<file path="src/rtl/ctf_pkg.sv">
// Shared types, constants and the CORDIC arctangent table of the complementary tilt filter.
package ctf_pkg;

    // CORDIC sizing: table length, iteration index, vector and angle widths
    localparam int unsigned CORDIC_TAB_LEN = 24;
    localparam int unsigned IDX_W          = 5;
    localparam int unsigned XY_W           = 34;
    localparam int unsigned Z_W            = 25;

    // Shared multiplier operand and product widths
    localparam int unsigned MUL_A_W = 28;
    localparam int unsigned MUL_B_W = 27;
    localparam int unsigned PROD_W  = 55;

    // Angle constants in 2^-15 degree and 1/128 degree
    localparam logic signed [Z_W-1:0] PRE_ROT_ANGLE = 25'sd2949120;
    localparam logic signed [16:0]    ANGLE_LIMIT   = 17'sd23040;

    // Integration delta: divide by 256000 = 2^11 * 125, rounded half away from zero
    localparam logic [37:0] DELTA_HALF  = 38'd128000;
    localparam logic [25:0] RECIP_125   = 26'd34359738;
    localparam logic [25:0] DIVISOR_125 = 26'd125;

    // Blend weight full scale (Q16 one)
    localparam logic [16:0] WEIGHT_ONE = 17'd65536;

    // Configuration register indexes
    typedef enum logic [1:0] {
        CFG_BLEND_WEIGHT = 2'd0,
        CFG_GYRO_FS      = 2'd1,
        CFG_STEP_MS      = 2'd2
    } t_cfg_idx;

    // Datapath operation for one cycle
    typedef enum logic [4:0] {
        OP_NONE,
        OP_LOAD,
        OP_GYFS,
        OP_GZFS,
        OP_STEP,
        OP_SCALE,
        OP_RECIP,
        OP_QUOT,
        OP_QMUL,
        OP_FIX,
        OP_PSUB,
        OP_ANGLE,
        OP_MULW,
        OP_MULA,
        OP_SUM,
        OP_STORE,
        OP_OUT
    } t_dp_op;

    // Controller states
    typedef enum logic [3:0] {
        S_IDLE,
        S_GYFS,
        S_GZFS,
        S_STEP,
        S_SCALE,
        S_RECIP,
        S_QUOT,
        S_QMUL,
        S_FIX,
        S_PSUB,
        S_WAIT,
        S_MULW,
        S_MULA,
        S_SUM,
        S_STORE,
        S_OUT
    } t_ctf_state;

    // Commands from controller to datapath
    typedef struct packed {
        t_dp_op           op;
        logic             cordic_step;
        logic [IDX_W-1:0] cordic_idx;
    } t_ctf_cmd;

    // Status from datapath to controller
    typedef struct packed {
        logic out_free;
    } t_ctf_sts;

    // Arctangent of 2^-i in 2^-15 degree
    function automatic logic signed [Z_W-1:0] atan_entry(input logic [IDX_W-1:0] idx);
        logic signed [Z_W-1:0] v;
        case (idx)
            5'd0:    v = 25'sd1474560;
            5'd1:    v = 25'sd870484;
            5'd2:    v = 25'sd459940;
            5'd3:    v = 25'sd233473;
            5'd4:    v = 25'sd117189;
            5'd5:    v = 25'sd58653;
            5'd6:    v = 25'sd29333;
            5'd7:    v = 25'sd14667;
            5'd8:    v = 25'sd7334;
            5'd9:    v = 25'sd3667;
            5'd10:   v = 25'sd1833;
            5'd11:   v = 25'sd917;
            5'd12:   v = 25'sd458;
            5'd13:   v = 25'sd229;
            5'd14:   v = 25'sd115;
            5'd15:   v = 25'sd57;
            5'd16:   v = 25'sd29;
            5'd17:   v = 25'sd14;
            5'd18:   v = 25'sd7;
            5'd19:   v = 25'sd4;
            5'd20:   v = 25'sd2;
            5'd21:   v = 25'sd1;
            default: v = 25'sd0;
        endcase
        return v;
    endfunction

endpackage

</file>
<file path="src/rtl/ctf_ctrl.sv">
// Controller state machine: sequences the multiply chain, CORDIC iterations and output.
module ctf_ctrl #(
    parameter int CORDIC_STEPS = 16
) (
    input  logic              i_clk,
    input  logic              i_rst_n,
    input  logic              i_s_tvalid,
    output logic              o_s_tready,
    output ctf_pkg::t_ctf_cmd o_cmd,
    input  ctf_pkg::t_ctf_sts i_sts
);

    localparam int EFF_STEPS = (CORDIC_STEPS > int'(ctf_pkg::CORDIC_TAB_LEN)) ?
                               int'(ctf_pkg::CORDIC_TAB_LEN) : CORDIC_STEPS;
    localparam logic [ctf_pkg::IDX_W-1:0] LAST_IDX = ctf_pkg::IDX_W'(EFF_STEPS - 1);

    ctf_pkg::t_ctf_state           r_state, n_state;
    logic [ctf_pkg::IDX_W-1:0]     r_iter, n_iter;
    logic                          r_crun, n_crun;
    logic                          ready;

    // State, iteration counter and CORDIC run flag
    always_ff @(posedge i_clk) begin
        if (!i_rst_n) begin
            r_state <= ctf_pkg::S_IDLE;
            r_iter  <= '0;
            r_crun  <= 1'b0;
        end else begin
            r_state <= n_state;
            r_iter  <= n_iter;
            r_crun  <= n_crun;
        end
    end

    // Next state and commands
    always_comb begin
        n_state           = r_state;
        n_iter            = r_iter;
        n_crun            = r_crun;
        ready             = 1'b0;
        o_cmd.op          = ctf_pkg::OP_NONE;
        o_cmd.cordic_step = r_crun;
        o_cmd.cordic_idx  = r_iter;

        // Advance the CORDIC in parallel with the multiply chain
        if (r_crun) begin
            if (r_iter == LAST_IDX) begin
                n_crun = 1'b0;
            end else begin
                n_iter = r_iter + 1'b1;
            end
        end

        case (r_state)
            ctf_pkg::S_IDLE: begin
                ready = 1'b1;
                if (i_s_tvalid) begin
                    o_cmd.op = ctf_pkg::OP_LOAD;
                    n_crun   = 1'b1;
                    n_iter   = '0;
                    n_state  = ctf_pkg::S_GYFS;
                end
            end
            ctf_pkg::S_GYFS: begin
                o_cmd.op = ctf_pkg::OP_GYFS;
                n_state  = ctf_pkg::S_GZFS;
            end
            ctf_pkg::S_GZFS: begin
                o_cmd.op = ctf_pkg::OP_GZFS;
                n_state  = ctf_pkg::S_STEP;
            end
            ctf_pkg::S_STEP: begin
                o_cmd.op = ctf_pkg::OP_STEP;
                n_state  = ctf_pkg::S_SCALE;
            end
            ctf_pkg::S_SCALE: begin
                o_cmd.op = ctf_pkg::OP_SCALE;
                n_state  = ctf_pkg::S_RECIP;
            end
            ctf_pkg::S_RECIP: begin
                o_cmd.op = ctf_pkg::OP_RECIP;
                n_state  = ctf_pkg::S_QUOT;
            end
            ctf_pkg::S_QUOT: begin
                o_cmd.op = ctf_pkg::OP_QUOT;
                n_state  = ctf_pkg::S_QMUL;
            end
            ctf_pkg::S_QMUL: begin
                o_cmd.op = ctf_pkg::OP_QMUL;
                n_state  = ctf_pkg::S_FIX;
            end
            ctf_pkg::S_FIX: begin
                o_cmd.op = ctf_pkg::OP_FIX;
                n_state  = ctf_pkg::S_PSUB;
            end
            ctf_pkg::S_PSUB: begin
                o_cmd.op = ctf_pkg::OP_PSUB;
                n_state  = ctf_pkg::S_WAIT;
            end
            // Hold until the last CORDIC iteration is in, then round the angle
            ctf_pkg::S_WAIT: begin
                if (!r_crun) begin
                    o_cmd.op = ctf_pkg::OP_ANGLE;
                    n_state  = ctf_pkg::S_MULW;
                end
            end
            ctf_pkg::S_MULW: begin
                o_cmd.op = ctf_pkg::OP_MULW;
                n_state  = ctf_pkg::S_MULA;
            end
            ctf_pkg::S_MULA: begin
                o_cmd.op = ctf_pkg::OP_MULA;
                n_state  = ctf_pkg::S_SUM;
            end
            ctf_pkg::S_SUM: begin
                o_cmd.op = ctf_pkg::OP_SUM;
                n_state  = ctf_pkg::S_STORE;
            end
            ctf_pkg::S_STORE: begin
                o_cmd.op = ctf_pkg::OP_STORE;
                n_state  = ctf_pkg::S_OUT;
            end
            // Hand the result over once the output register is free
            ctf_pkg::S_OUT: begin
                if (i_sts.out_free) begin
                    o_cmd.op = ctf_pkg::OP_OUT;
                    n_state  = ctf_pkg::S_IDLE;
                end
            end
            default: begin
                n_state = ctf_pkg::S_IDLE;
            end
        endcase
    end

    assign o_s_tready = ready;

endmodule

</file>
<file path="src/rtl/ctf_dp.sv">
// Datapath: iterative CORDIC, shared multiplier, rate scaling, blend and output register.
module ctf_dp (
    input  logic              i_clk,
    input  logic              i_rst_n,
    input  ctf_pkg::t_ctf_cmd i_cmd,
    output ctf_pkg::t_ctf_sts o_sts,
    input  logic              i_opcode,
    input  logic [15:0]       i_accel_x,
    input  logic [15:0]       i_accel_z,
    input  logic [15:0]       i_gyro_y,
    input  logic [15:0]       i_gyro_z,
    input  logic [16:0]       i_blend_weight,
    input  logic [10:0]       i_gyro_fs,
    input  logic [9:0]        i_step_ms,
    output logic              o_valid,
    input  logic              i_ready,
    output logic [15:0]       o_tilt_angle,
    output logic [15:0]       o_accel_angle,
    output logic [18:0]       o_pitch_rate,
    output logic [18:0]       o_yaw_rate
);

    localparam int unsigned XY_W   = ctf_pkg::XY_W;
    localparam int unsigned Z_W    = ctf_pkg::Z_W;
    localparam int unsigned PROD_W = ctf_pkg::PROD_W;

    // Item registers
    logic                        r_op;
    logic signed [15:0]          r_gy, r_gz;
    logic                        r_zero;
    logic signed [XY_W-1:0]      r_x, r_y;
    logic signed [Z_W-1:0]       r_z;

    // Arithmetic registers
    logic signed [PROD_W-1:0]    r_prod;
    logic signed [26:0]          r_gyfs;
    logic signed [18:0]          r_pitch, r_yaw;
    logic                        r_dneg;
    logic [24:0]                 r_dv;
    logic [18:0]                 r_q;
    logic signed [19:0]          r_delta;
    logic signed [19:0]          r_p;
    logic signed [15:0]          r_pa;
    logic signed [36:0]          r_acc;
    logic signed [37:0]          r_sum;
    logic signed [15:0]          r_fused;

    // Output register
    logic                        r_ovalid;
    logic signed [15:0]          r_out_tilt, r_out_pa;
    logic signed [18:0]          r_out_pitch, r_out_yaw;

    // Combinational helpers
    logic signed [ctf_pkg::MUL_A_W-1:0] mul_a;
    logic signed [ctf_pkg::MUL_B_W-1:0] mul_b;
    logic signed [PROD_W-1:0]           mul_p;
    logic [16:0]                        w_sat, w_acc;
    logic signed [XY_W-1:0]             ld_x, ld_y, ld_xn, ld_yn, ld_xr, ld_yr;
    logic signed [Z_W-1:0]              ld_z;
    logic signed [XY_W-1:0]             cr_dx, cr_dy;
    logic signed [Z_W-1:0]              cr_tab;
    logic signed [37:0]                 sc_p;
    logic [37:0]                        sc_mag, sc_sum;
    logic [25:0]                        fx_rem;
    logic [18:0]                        fx_q;
    logic signed [19:0]                 fx_delta;
    logic signed [Z_W-1:0]              an_r, an_s;
    logic signed [15:0]                 an_pa;
    logic signed [37:0]                 st_s;
    logic signed [15:0]                 st_b;

    // Round a rate product half away from zero after dividing by 256
    function automatic logic signed [18:0] rate_round(input logic signed [26:0] v);
        logic [26:0] mag;
        logic [26:0] sum;
        logic [18:0] q;
        mag = v[26] ? 27'(-v) : 27'(v);
        sum = mag + 27'd128;
        q   = sum[26:8];
        return v[26] ? -$signed(q) : $signed(q);
    endfunction

    // Saturate the weight and form the accel path weight
    assign w_sat = (i_blend_weight > ctf_pkg::WEIGHT_ONE) ? ctf_pkg::WEIGHT_ONE : i_blend_weight;
    assign w_acc = ctf_pkg::WEIGHT_ONE - w_sat;

    // Select multiplier operands
    always_comb begin
        mul_a = '0;
        mul_b = '0;
        case (i_cmd.op)
            ctf_pkg::OP_GYFS: begin
                mul_a = ctf_pkg::MUL_A_W'(r_gy);
                mul_b = {16'd0, i_gyro_fs};
            end
            ctf_pkg::OP_GZFS: begin
                mul_a = ctf_pkg::MUL_A_W'(r_gz);
                mul_b = {16'd0, i_gyro_fs};
            end
            ctf_pkg::OP_STEP: begin
                mul_a = ctf_pkg::MUL_A_W'(r_gyfs);
                mul_b = {17'd0, i_step_ms};
            end
            ctf_pkg::OP_RECIP: begin
                mul_a = {3'd0, r_dv};
                mul_b = {1'b0, ctf_pkg::RECIP_125};
            end
            ctf_pkg::OP_QMUL: begin
                mul_a = {9'd0, r_q};
                mul_b = {1'b0, ctf_pkg::DIVISOR_125};
            end
            ctf_pkg::OP_MULW: begin
                mul_a = ctf_pkg::MUL_A_W'(r_p);
                mul_b = {10'd0, w_sat};
            end
            ctf_pkg::OP_MULA: begin
                mul_a = ctf_pkg::MUL_A_W'(r_pa);
                mul_b = {10'd0, w_acc};
            end
            default: begin
                mul_a = '0;
                mul_b = '0;
            end
        endcase
    end

    assign mul_p = mul_a * mul_b;

    // CORDIC start vector with pre-rotation into the right half plane
    always_comb begin
        ld_x  = {{(XY_W-30){i_accel_z[15]}}, i_accel_z, 14'd0};
        ld_y  = {{(XY_W-30){i_accel_x[15]}}, i_accel_x, 14'd0};
        ld_xn = -ld_x;
        ld_yn = -ld_y;
        ld_xr = ld_x;
        ld_yr = ld_y;
        ld_z  = '0;
        if (ld_x[XY_W-1]) begin
            if (!ld_y[XY_W-1]) begin
                ld_xr = ld_y;
                ld_yr = ld_xn;
                ld_z  = ctf_pkg::PRE_ROT_ANGLE;
            end else begin
                ld_xr = ld_yn;
                ld_yr = ld_x;
                ld_z  = -ctf_pkg::PRE_ROT_ANGLE;
            end
        end
    end

    // One CORDIC micro-rotation
    assign cr_dx  = r_y >>> i_cmd.cordic_idx;
    assign cr_dy  = r_x >>> i_cmd.cordic_idx;
    assign cr_tab = ctf_pkg::atan_entry(i_cmd.cordic_idx);

    // Integration delta magnitude, pre-divided by 2^11
    assign sc_p   = r_prod[37:0];
    assign sc_mag = sc_p[37] ? 38'(-sc_p) : 38'(sc_p);
    assign sc_sum = sc_mag + ctf_pkg::DELTA_HALF;

    // Reciprocal quotient correction and sign restore
    assign fx_rem   = {1'b0, r_dv} - r_prod[25:0];
    assign fx_q     = r_q + 19'((fx_rem >= ctf_pkg::DIVISOR_125) ? 1'b1 : 1'b0);
    assign fx_delta = r_dneg ? -$signed({1'b0, fx_q}) : $signed({1'b0, fx_q});

    // Round the CORDIC angle to 1/128 degree and clamp
    always_comb begin
        an_r  = r_z + 25'sd128;
        an_s  = an_r >>> 8;
        an_pa = an_s[15:0];
        if (an_s > Z_W'(ctf_pkg::ANGLE_LIMIT)) begin
            an_pa = ctf_pkg::ANGLE_LIMIT[15:0];
        end else if (an_s < -Z_W'(ctf_pkg::ANGLE_LIMIT)) begin
            an_pa = -ctf_pkg::ANGLE_LIMIT[15:0];
        end
        if (r_zero) begin
            an_pa = '0;
        end
    end

    // Scale the blend sum back from Q16 and saturate
    always_comb begin
        st_s = r_sum >>> 16;
        st_b = st_s[15:0];
        if (st_s > 38'sd32767) begin
            st_b = 16'sh7fff;
        end else if (st_s < -38'sd32768) begin
            st_b = 16'sh8000;
        end
    end

    // Payload registers
    always_ff @(posedge i_clk) begin
        if (i_cmd.cordic_step) begin
            if (!r_y[XY_W-1]) begin
                r_x <= r_x + cr_dx;
                r_y <= r_y - cr_dy;
                r_z <= r_z + cr_tab;
            end else begin
                r_x <= r_x - cr_dx;
                r_y <= r_y + cr_dy;
                r_z <= r_z - cr_tab;
            end
        end
        case (i_cmd.op)
            ctf_pkg::OP_LOAD: begin
                r_op   <= i_opcode;
                r_gy   <= i_gyro_y;
                r_gz   <= i_gyro_z;
                r_zero <= (i_accel_x == 16'd0) && (i_accel_z == 16'd0);
                r_x    <= ld_xr;
                r_y    <= ld_yr;
                r_z    <= ld_z;
            end
            ctf_pkg::OP_GYFS: begin
                r_prod <= mul_p;
            end
            ctf_pkg::OP_GZFS: begin
                r_gyfs  <= r_prod[26:0];
                r_pitch <= rate_round(r_prod[26:0]);
                r_prod  <= mul_p;
            end
            ctf_pkg::OP_STEP: begin
                r_yaw  <= rate_round(r_prod[26:0]);
                r_prod <= mul_p;
            end
            ctf_pkg::OP_SCALE: begin
                r_dneg <= sc_p[37];
                r_dv   <= sc_sum[35:11];
            end
            ctf_pkg::OP_RECIP: begin
                r_prod <= mul_p;
            end
            ctf_pkg::OP_QUOT: begin
                r_q <= r_prod[50:32];
            end
            ctf_pkg::OP_QMUL: begin
                r_prod <= mul_p;
            end
            ctf_pkg::OP_FIX: begin
                r_delta <= fx_delta;
            end
            ctf_pkg::OP_PSUB: begin
                r_p <= 20'(r_fused) - r_delta;
            end
            ctf_pkg::OP_ANGLE: begin
                r_pa <= an_pa;
            end
            ctf_pkg::OP_MULW: begin
                r_prod <= mul_p;
            end
            ctf_pkg::OP_MULA: begin
                r_acc  <= r_prod[36:0];
                r_prod <= mul_p;
            end
            ctf_pkg::OP_SUM: begin
                r_sum <= 38'(r_acc) + 38'($signed(r_prod[36:0])) + 38'sd32768;
            end
            ctf_pkg::OP_OUT: begin
                r_out_tilt  <= r_fused;
                r_out_pa    <= r_pa;
                r_out_pitch <= r_pitch;
                r_out_yaw   <= r_yaw;
            end
            default: begin
            end
        endcase
    end

    // Stored tilt and output valid
    always_ff @(posedge i_clk) begin
        if (!i_rst_n) begin
            r_fused  <= '0;
            r_ovalid <= 1'b0;
        end else begin
            if (i_cmd.op == ctf_pkg::OP_STORE) begin
                r_fused <= r_op ? st_b : r_pa;
            end
            if (i_cmd.op == ctf_pkg::OP_OUT) begin
                r_ovalid <= 1'b1;
            end else if (i_ready) begin
                r_ovalid <= 1'b0;
            end
        end
    end

    assign o_sts.out_free = !r_ovalid || i_ready;
    assign o_valid        = r_ovalid;
    assign o_tilt_angle   = r_out_tilt;
    assign o_accel_angle  = r_out_pa;
    assign o_pitch_rate   = r_out_pitch;
    assign o_yaw_rate     = r_out_yaw;

endmodule

</file>
<file path="src/rtl/complementary_tilt_filter_top.sv">
// Top level of the complementary tilt filter: stream ports, configuration registers, units.
// A new item is taken only in the idle state, once the previous result has gone into the
// output register; the CORDIC runs at one step per cycle beside the multiply chain. The
// result waits in the output register, so the next item is taken while it is pending.
// Reset: synchronous active low; stored tilt clears to zero, registers take their defaults.
module complementary_tilt_filter_top #(
    parameter int CORDIC_STEPS = 16
) (
    input  logic        i_clk,
    input  logic        i_rst_n,
    // Input stream
    input  logic        i_s_tvalid,
    output logic        o_s_tready,
    input  logic [63:0] i_s_tdata,   // accel_x[15:0], accel_z[31:16], gyro_y[47:32], gyro_z[63:48]
    input  logic        i_s_tuser,   // opcode[0]
    // Output stream
    output logic        o_m_tvalid,
    input  logic        i_m_tready,
    output logic [71:0] o_m_tdata,   // tilt_angle[15:0], accel_angle[31:16],
                                     // pitch_rate[50:32], yaw_rate[69:51], zero[71:70]
    // Configuration write channel
    input  logic        i_cfg_valid,
    output logic        o_cfg_ready,
    input  logic [1:0]  i_cfg_addr,
    input  logic [16:0] i_cfg_data
);

    logic [16:0]       r_blend_weight;
    logic [10:0]       r_gyro_fs;
    logic [9:0]        r_step_ms;
    ctf_pkg::t_ctf_cmd cmd;
    ctf_pkg::t_ctf_sts sts;
    logic [15:0]       tilt_angle, accel_angle;
    logic [18:0]       pitch_rate, yaw_rate;

    // Configuration registers
    always_ff @(posedge i_clk) begin
        if (!i_rst_n) begin
            r_blend_weight <= 17'd62415;
            r_gyro_fs      <= 11'd250;
            r_step_ms      <= 10'd10;
        end else if (i_cfg_valid) begin
            case (ctf_pkg::t_cfg_idx'(i_cfg_addr))
                ctf_pkg::CFG_BLEND_WEIGHT: r_blend_weight <= i_cfg_data;
                ctf_pkg::CFG_GYRO_FS:      r_gyro_fs      <= i_cfg_data[10:0];
                ctf_pkg::CFG_STEP_MS:      r_step_ms      <= i_cfg_data[9:0];
                default: begin
                end
            endcase
        end
    end

    assign o_cfg_ready = 1'b1;

    ctf_ctrl #(
        .CORDIC_STEPS (CORDIC_STEPS)
    ) u_ctrl (
        .i_clk      (i_clk),
        .i_rst_n    (i_rst_n),
        .i_s_tvalid (i_s_tvalid),
        .o_s_tready (o_s_tready),
        .o_cmd      (cmd),
        .i_sts      (sts)
    );

    ctf_dp u_dp (
        .i_clk          (i_clk),
        .i_rst_n        (i_rst_n),
        .i_cmd          (cmd),
        .o_sts          (sts),
        .i_opcode       (i_s_tuser),
        .i_accel_x      (i_s_tdata[15:0]),
        .i_accel_z      (i_s_tdata[31:16]),
        .i_gyro_y       (i_s_tdata[47:32]),
        .i_gyro_z       (i_s_tdata[63:48]),
        .i_blend_weight (r_blend_weight),
        .i_gyro_fs      (r_gyro_fs),
        .i_step_ms      (r_step_ms),
        .o_valid        (o_m_tvalid),
        .i_ready        (i_m_tready),
        .o_tilt_angle   (tilt_angle),
        .o_accel_angle  (accel_angle),
        .o_pitch_rate   (pitch_rate),
        .o_yaw_rate     (yaw_rate)
    );

    // Pack the result transaction
    assign o_m_tdata = {2'b00, yaw_rate, pitch_rate, accel_angle, tilt_angle};

endmodule

</file>
<file path="config.mk">
export PLATFORM = sky130hd
export DESIGN_NAME = complementary_tilt_filter_top
export DESIGN_NICKNAME = d
export VERILOG_FILES = /design/src/rtl/ctf_pkg.sv /design/src/rtl/ctf_ctrl.sv /design/src/rtl/ctf_dp.sv /design/src/rtl/complementary_tilt_filter_top.sv
export SDC_FILE = /design/constraint.sdc
export NUM_CORES = 2
export LEC_CHECK = 0
export ABC_AREA = 1
export ABC_CLOCK_PERIOD_IN_PS = 13300
export CAP_MARGIN = 20
export CORE_MARGIN = 2
export CORE_UTILIZATION = 25
export CTS_CLUSTER_DIAMETER = 150
export CTS_CLUSTER_SIZE = 28
export DETAILED_ROUTE_END_ITERATION = 10
export DONT_BUFFER_PORTS = 1
export PLACE_DENSITY_LB_ADDON = 0.05
export SLEW_MARGIN = 20
export SYNTH_ARGS = -nofsm -noshare
export SYNTH_HDL_FRONTEND = slang
export SYNTH_HIERARCHICAL = 1
export SYNTH_SLANG_ARGS = --single-unit
</file>
<file path="constraint.sdc">
create_clock -name i_clk -period 13.3 [get_ports i_clk]
set_clock_uncertainty 0.05 [all_clocks]
set_input_delay 0.665 -clock i_clk [delete_from_list [all_inputs] [get_ports i_clk]]
set_output_delay 0.665 -clock i_clk [all_outputs]
set_load 0.02 [all_outputs]
</file>
==> run metrics <==
Core Box Area 0.243 mm²; CTS tree built; WL per Instance 22.5 µm; TritonCTS Buffers 30; Syn. warnings 6; setup violators final 0; ys flop type edfxtp_1; initial antenna violation count 10; GRT Util Overall 0.196; Gate Count Post-Synth 7860; FF+latch count, synth 538; final worst-path setup slack 1850 ps; I/O pin count 164; Cell variety after synth 73; largest net degree at the start of global routing 69; chip height 498 µm; Worst-Margin Slew 1160 ps; Lkg Pwr 30.6 nW; sequential area share after synthesis 0.254; Clock Latency Late Sink 760 ps; most frequent CP cell inv_1; Net count, final 8905; Detailed Place HPWL 207 mm; first-iteration detailed-routing DRC count 3351; Rows 181; Max Slew Vio Count 0; Rel. slew slack 0.220; Initial Util 0.251; status completed; slowest CP cell nor2_2; pre-CTS setup slack 1380 ps; post-synthesis instance area 0.0610 mm²; Max Clk Rate 87.4 MHz; Total Wirelength 249 mm; worst IR drop on VDD 149 µV; instance area after placement 0.0648 mm²; most frequent cells in the layout nand2_1, inv_1, nor2_1; Worst Hold Class input pin to flop; clk root buf clkbuf_16; maximum root-to-sink buffer count 3; RSZ-0062 raised after global routing no; final setup TNS 0 ps; drt via density 4.65; top post-synthesis cells by area edfxtp_1, fa_1, nand2_1; Final Instance Area 0.0664 mm²; Startpoint Class flop; final period utilization 0.861; Setup crit end kind flop; DR pass1 iterations 7; Worst-path clk slew 120 ps; via count 51400; number of synthesized flops with an enable pin 473; synthesized area per cell 7.76 µm²; Final Hold Vio Count 0; area leader, netlist edfxtp_1; drt drc 0; Chip Width 498 µm; CP arrival 11880 ps; vias in the first global route 52600; RePlAce Congestion 0.876; Critical Setup Path Class flop to flop; PD cells 209 mW/mm²; worst-path fanout max 23; area delta synth->final 8.81%; commonest non-fill, non-tap cell in the layout nand2_1; Worst EP required 13730 ps; post-synth top area share 0.233; H-Tree Depth 1; Max-Cap Viols 0; first-pass GRT wire length 362 mm; total gr overflow 0; layout cells sized above 1 0.0396; worst hold slack 50.4 ps; slowest stage delay, CP 850 ps; DRT antenna net count 0; Port Buffers 0; clk sink count 538; Synth async-reset ratio 0; Cell Count, Final, Fillers Out 11100; post-placement cell count 11000; fin crit period 11450 ps; die area 0.248 mm²
-- Yosys cell counts, types with 11 or more instances --
master    number
nand4_1       79
inv_1       1483
o21bai_1      21
nand2_1     1777
nor2_1       683
a21o_1        23
buf_2         77
o211ai_1      42
nor2_4        14
nand3_1      443
clkbuf_1      84
inv_2         18
o21ai_1       51
buf_4         19
a21boi_0      12
o22ai_1       11
nand3_2       17
xnor2_1       93
nand3b_1      17
dfxtp_1       65
nor2_2        28
a31oi_1       43
nor4_1        29
nand2_2       27
o21a_1        25
o31ai_1       11
fa_1         543
a22o_1        11
edfxtp_1     473
a21oi_1      434
o21ai_0      350
clkinv_1      17
ha_1         443
xor2_1       187
or2_2         11
buf_1         14
a221oi_1      13
nor3_1        62
-- worst max-delay path: cells and delay by family (launching register included) --
| family | cells | cell delay, ps |
|---|---|---|
| buffers and inverters | 11 | 1870 |
| AND/OR/NAND/NOR | 9 | 2850 |
| XOR/XNOR | 1 | 200 |
| flip-flops | 1 | 470 |
| adder cells (fa/ha/maj) | 8 | 4100 |
| AO/OA/AOI/OAI | 5 | 1580 |
-- state kept, by name, indices dropped and copies added, names as in the netlist, 20 cells and up --
register	count
u_dp/r_p	20
u_dp/r_prod	51
u_dp/r_y	34
u_dp/r_acc	37
u_dp/r_x	34
u_dp/r_z	25
u_dp/r_sum	22
u_dp/r_gyfs	27
u_dp/r_dv	25
u_dp/r_delta	20
-- path summary, 6_finish.rpt --
check	endpoint	cells past startpoint	from	slack, ps
min	r_step_ms[7]$_SDFFE_PN0P_	2	i_cfg_data[7]	50
max reg2reg	u_dp/r_prod[36]$_DFFE_PP_	34	u_dp/o_valid$_SDFFE_PN0P_	1850
min reg2reg	u_dp/o_yaw_rate[8]$_DFFE_PP_	0	u_dp/r_yaw[8]$_DFFE_PN_	380
max	u_dp/r_prod[36]$_DFFE_PP_	34	u_dp/o_valid$_SDFFE_PN0P_	1850
-- area by class of cell --
cell class,instances,area [µm²]
tap,3202,4010
timing repair buffer,136,1160
multi-input combinational,5605,38900
antenna,2,5.00
inverter,1519,5710
sequential,538,15500
fill,26800,176000
clock inverter,18,294
clock buffer,35,779
-- per-stage QoR --
stage / total power [W] / utilization
after floorplan: 0.00945 / -
after global placement: 0.0128 / 0.267
after detailed placement: 0.0128 / 0.267
after CTS: 0.0141 / 0.273
after global routing: 0.0153 / 0.273
final: 0.0139 / 0.273
-- what timing repair did --
action / in CTS / in global routing
setup buffers: 0 / 0
resized for setup: 0 / 0
setup endpoints to repair: 0 / 0
hold buffers: 46 / 0
hold endpoints to repair: 64 / 0
-- power breakdown --
group          internal [W]  switching, W  leakage (nW)
Combinational       0.00310       0.00652          25.2
Sequential          0.00256      0.000473          4.91
Clock              0.000462      0.000730         0.510
-- metal layers --
| metal | routed length [µm] | vias up | GRT usage |
|---|---|---|---|
| met4 | 7590 | 2 | 0.0527 |
| met5 | 13 | - | 0 |
| met2 | 125000 | 951 | 0.353 |
| met3 | 9310 | 177 | 0.0215 |
| li1 | - | 25000 | - |
| met1 | 107000 | 25200 | 0.248 |
-- kinds of logic after synthesis --
group / Yosys count / synth area share
AOI/OAI and AO/OA: 1108 / 0.103
xor gates and xnor gates: 280 / 0.0402
adders and majority gates: 986 / 0.269
buffers and inverters: 1724 / 0.110
DFF: 538 / 0.254
other: 3 / 0.000185
and+or+nand+nor: 3221 / 0.223
No activity file was read; power rests on OpenSTA's default activity.
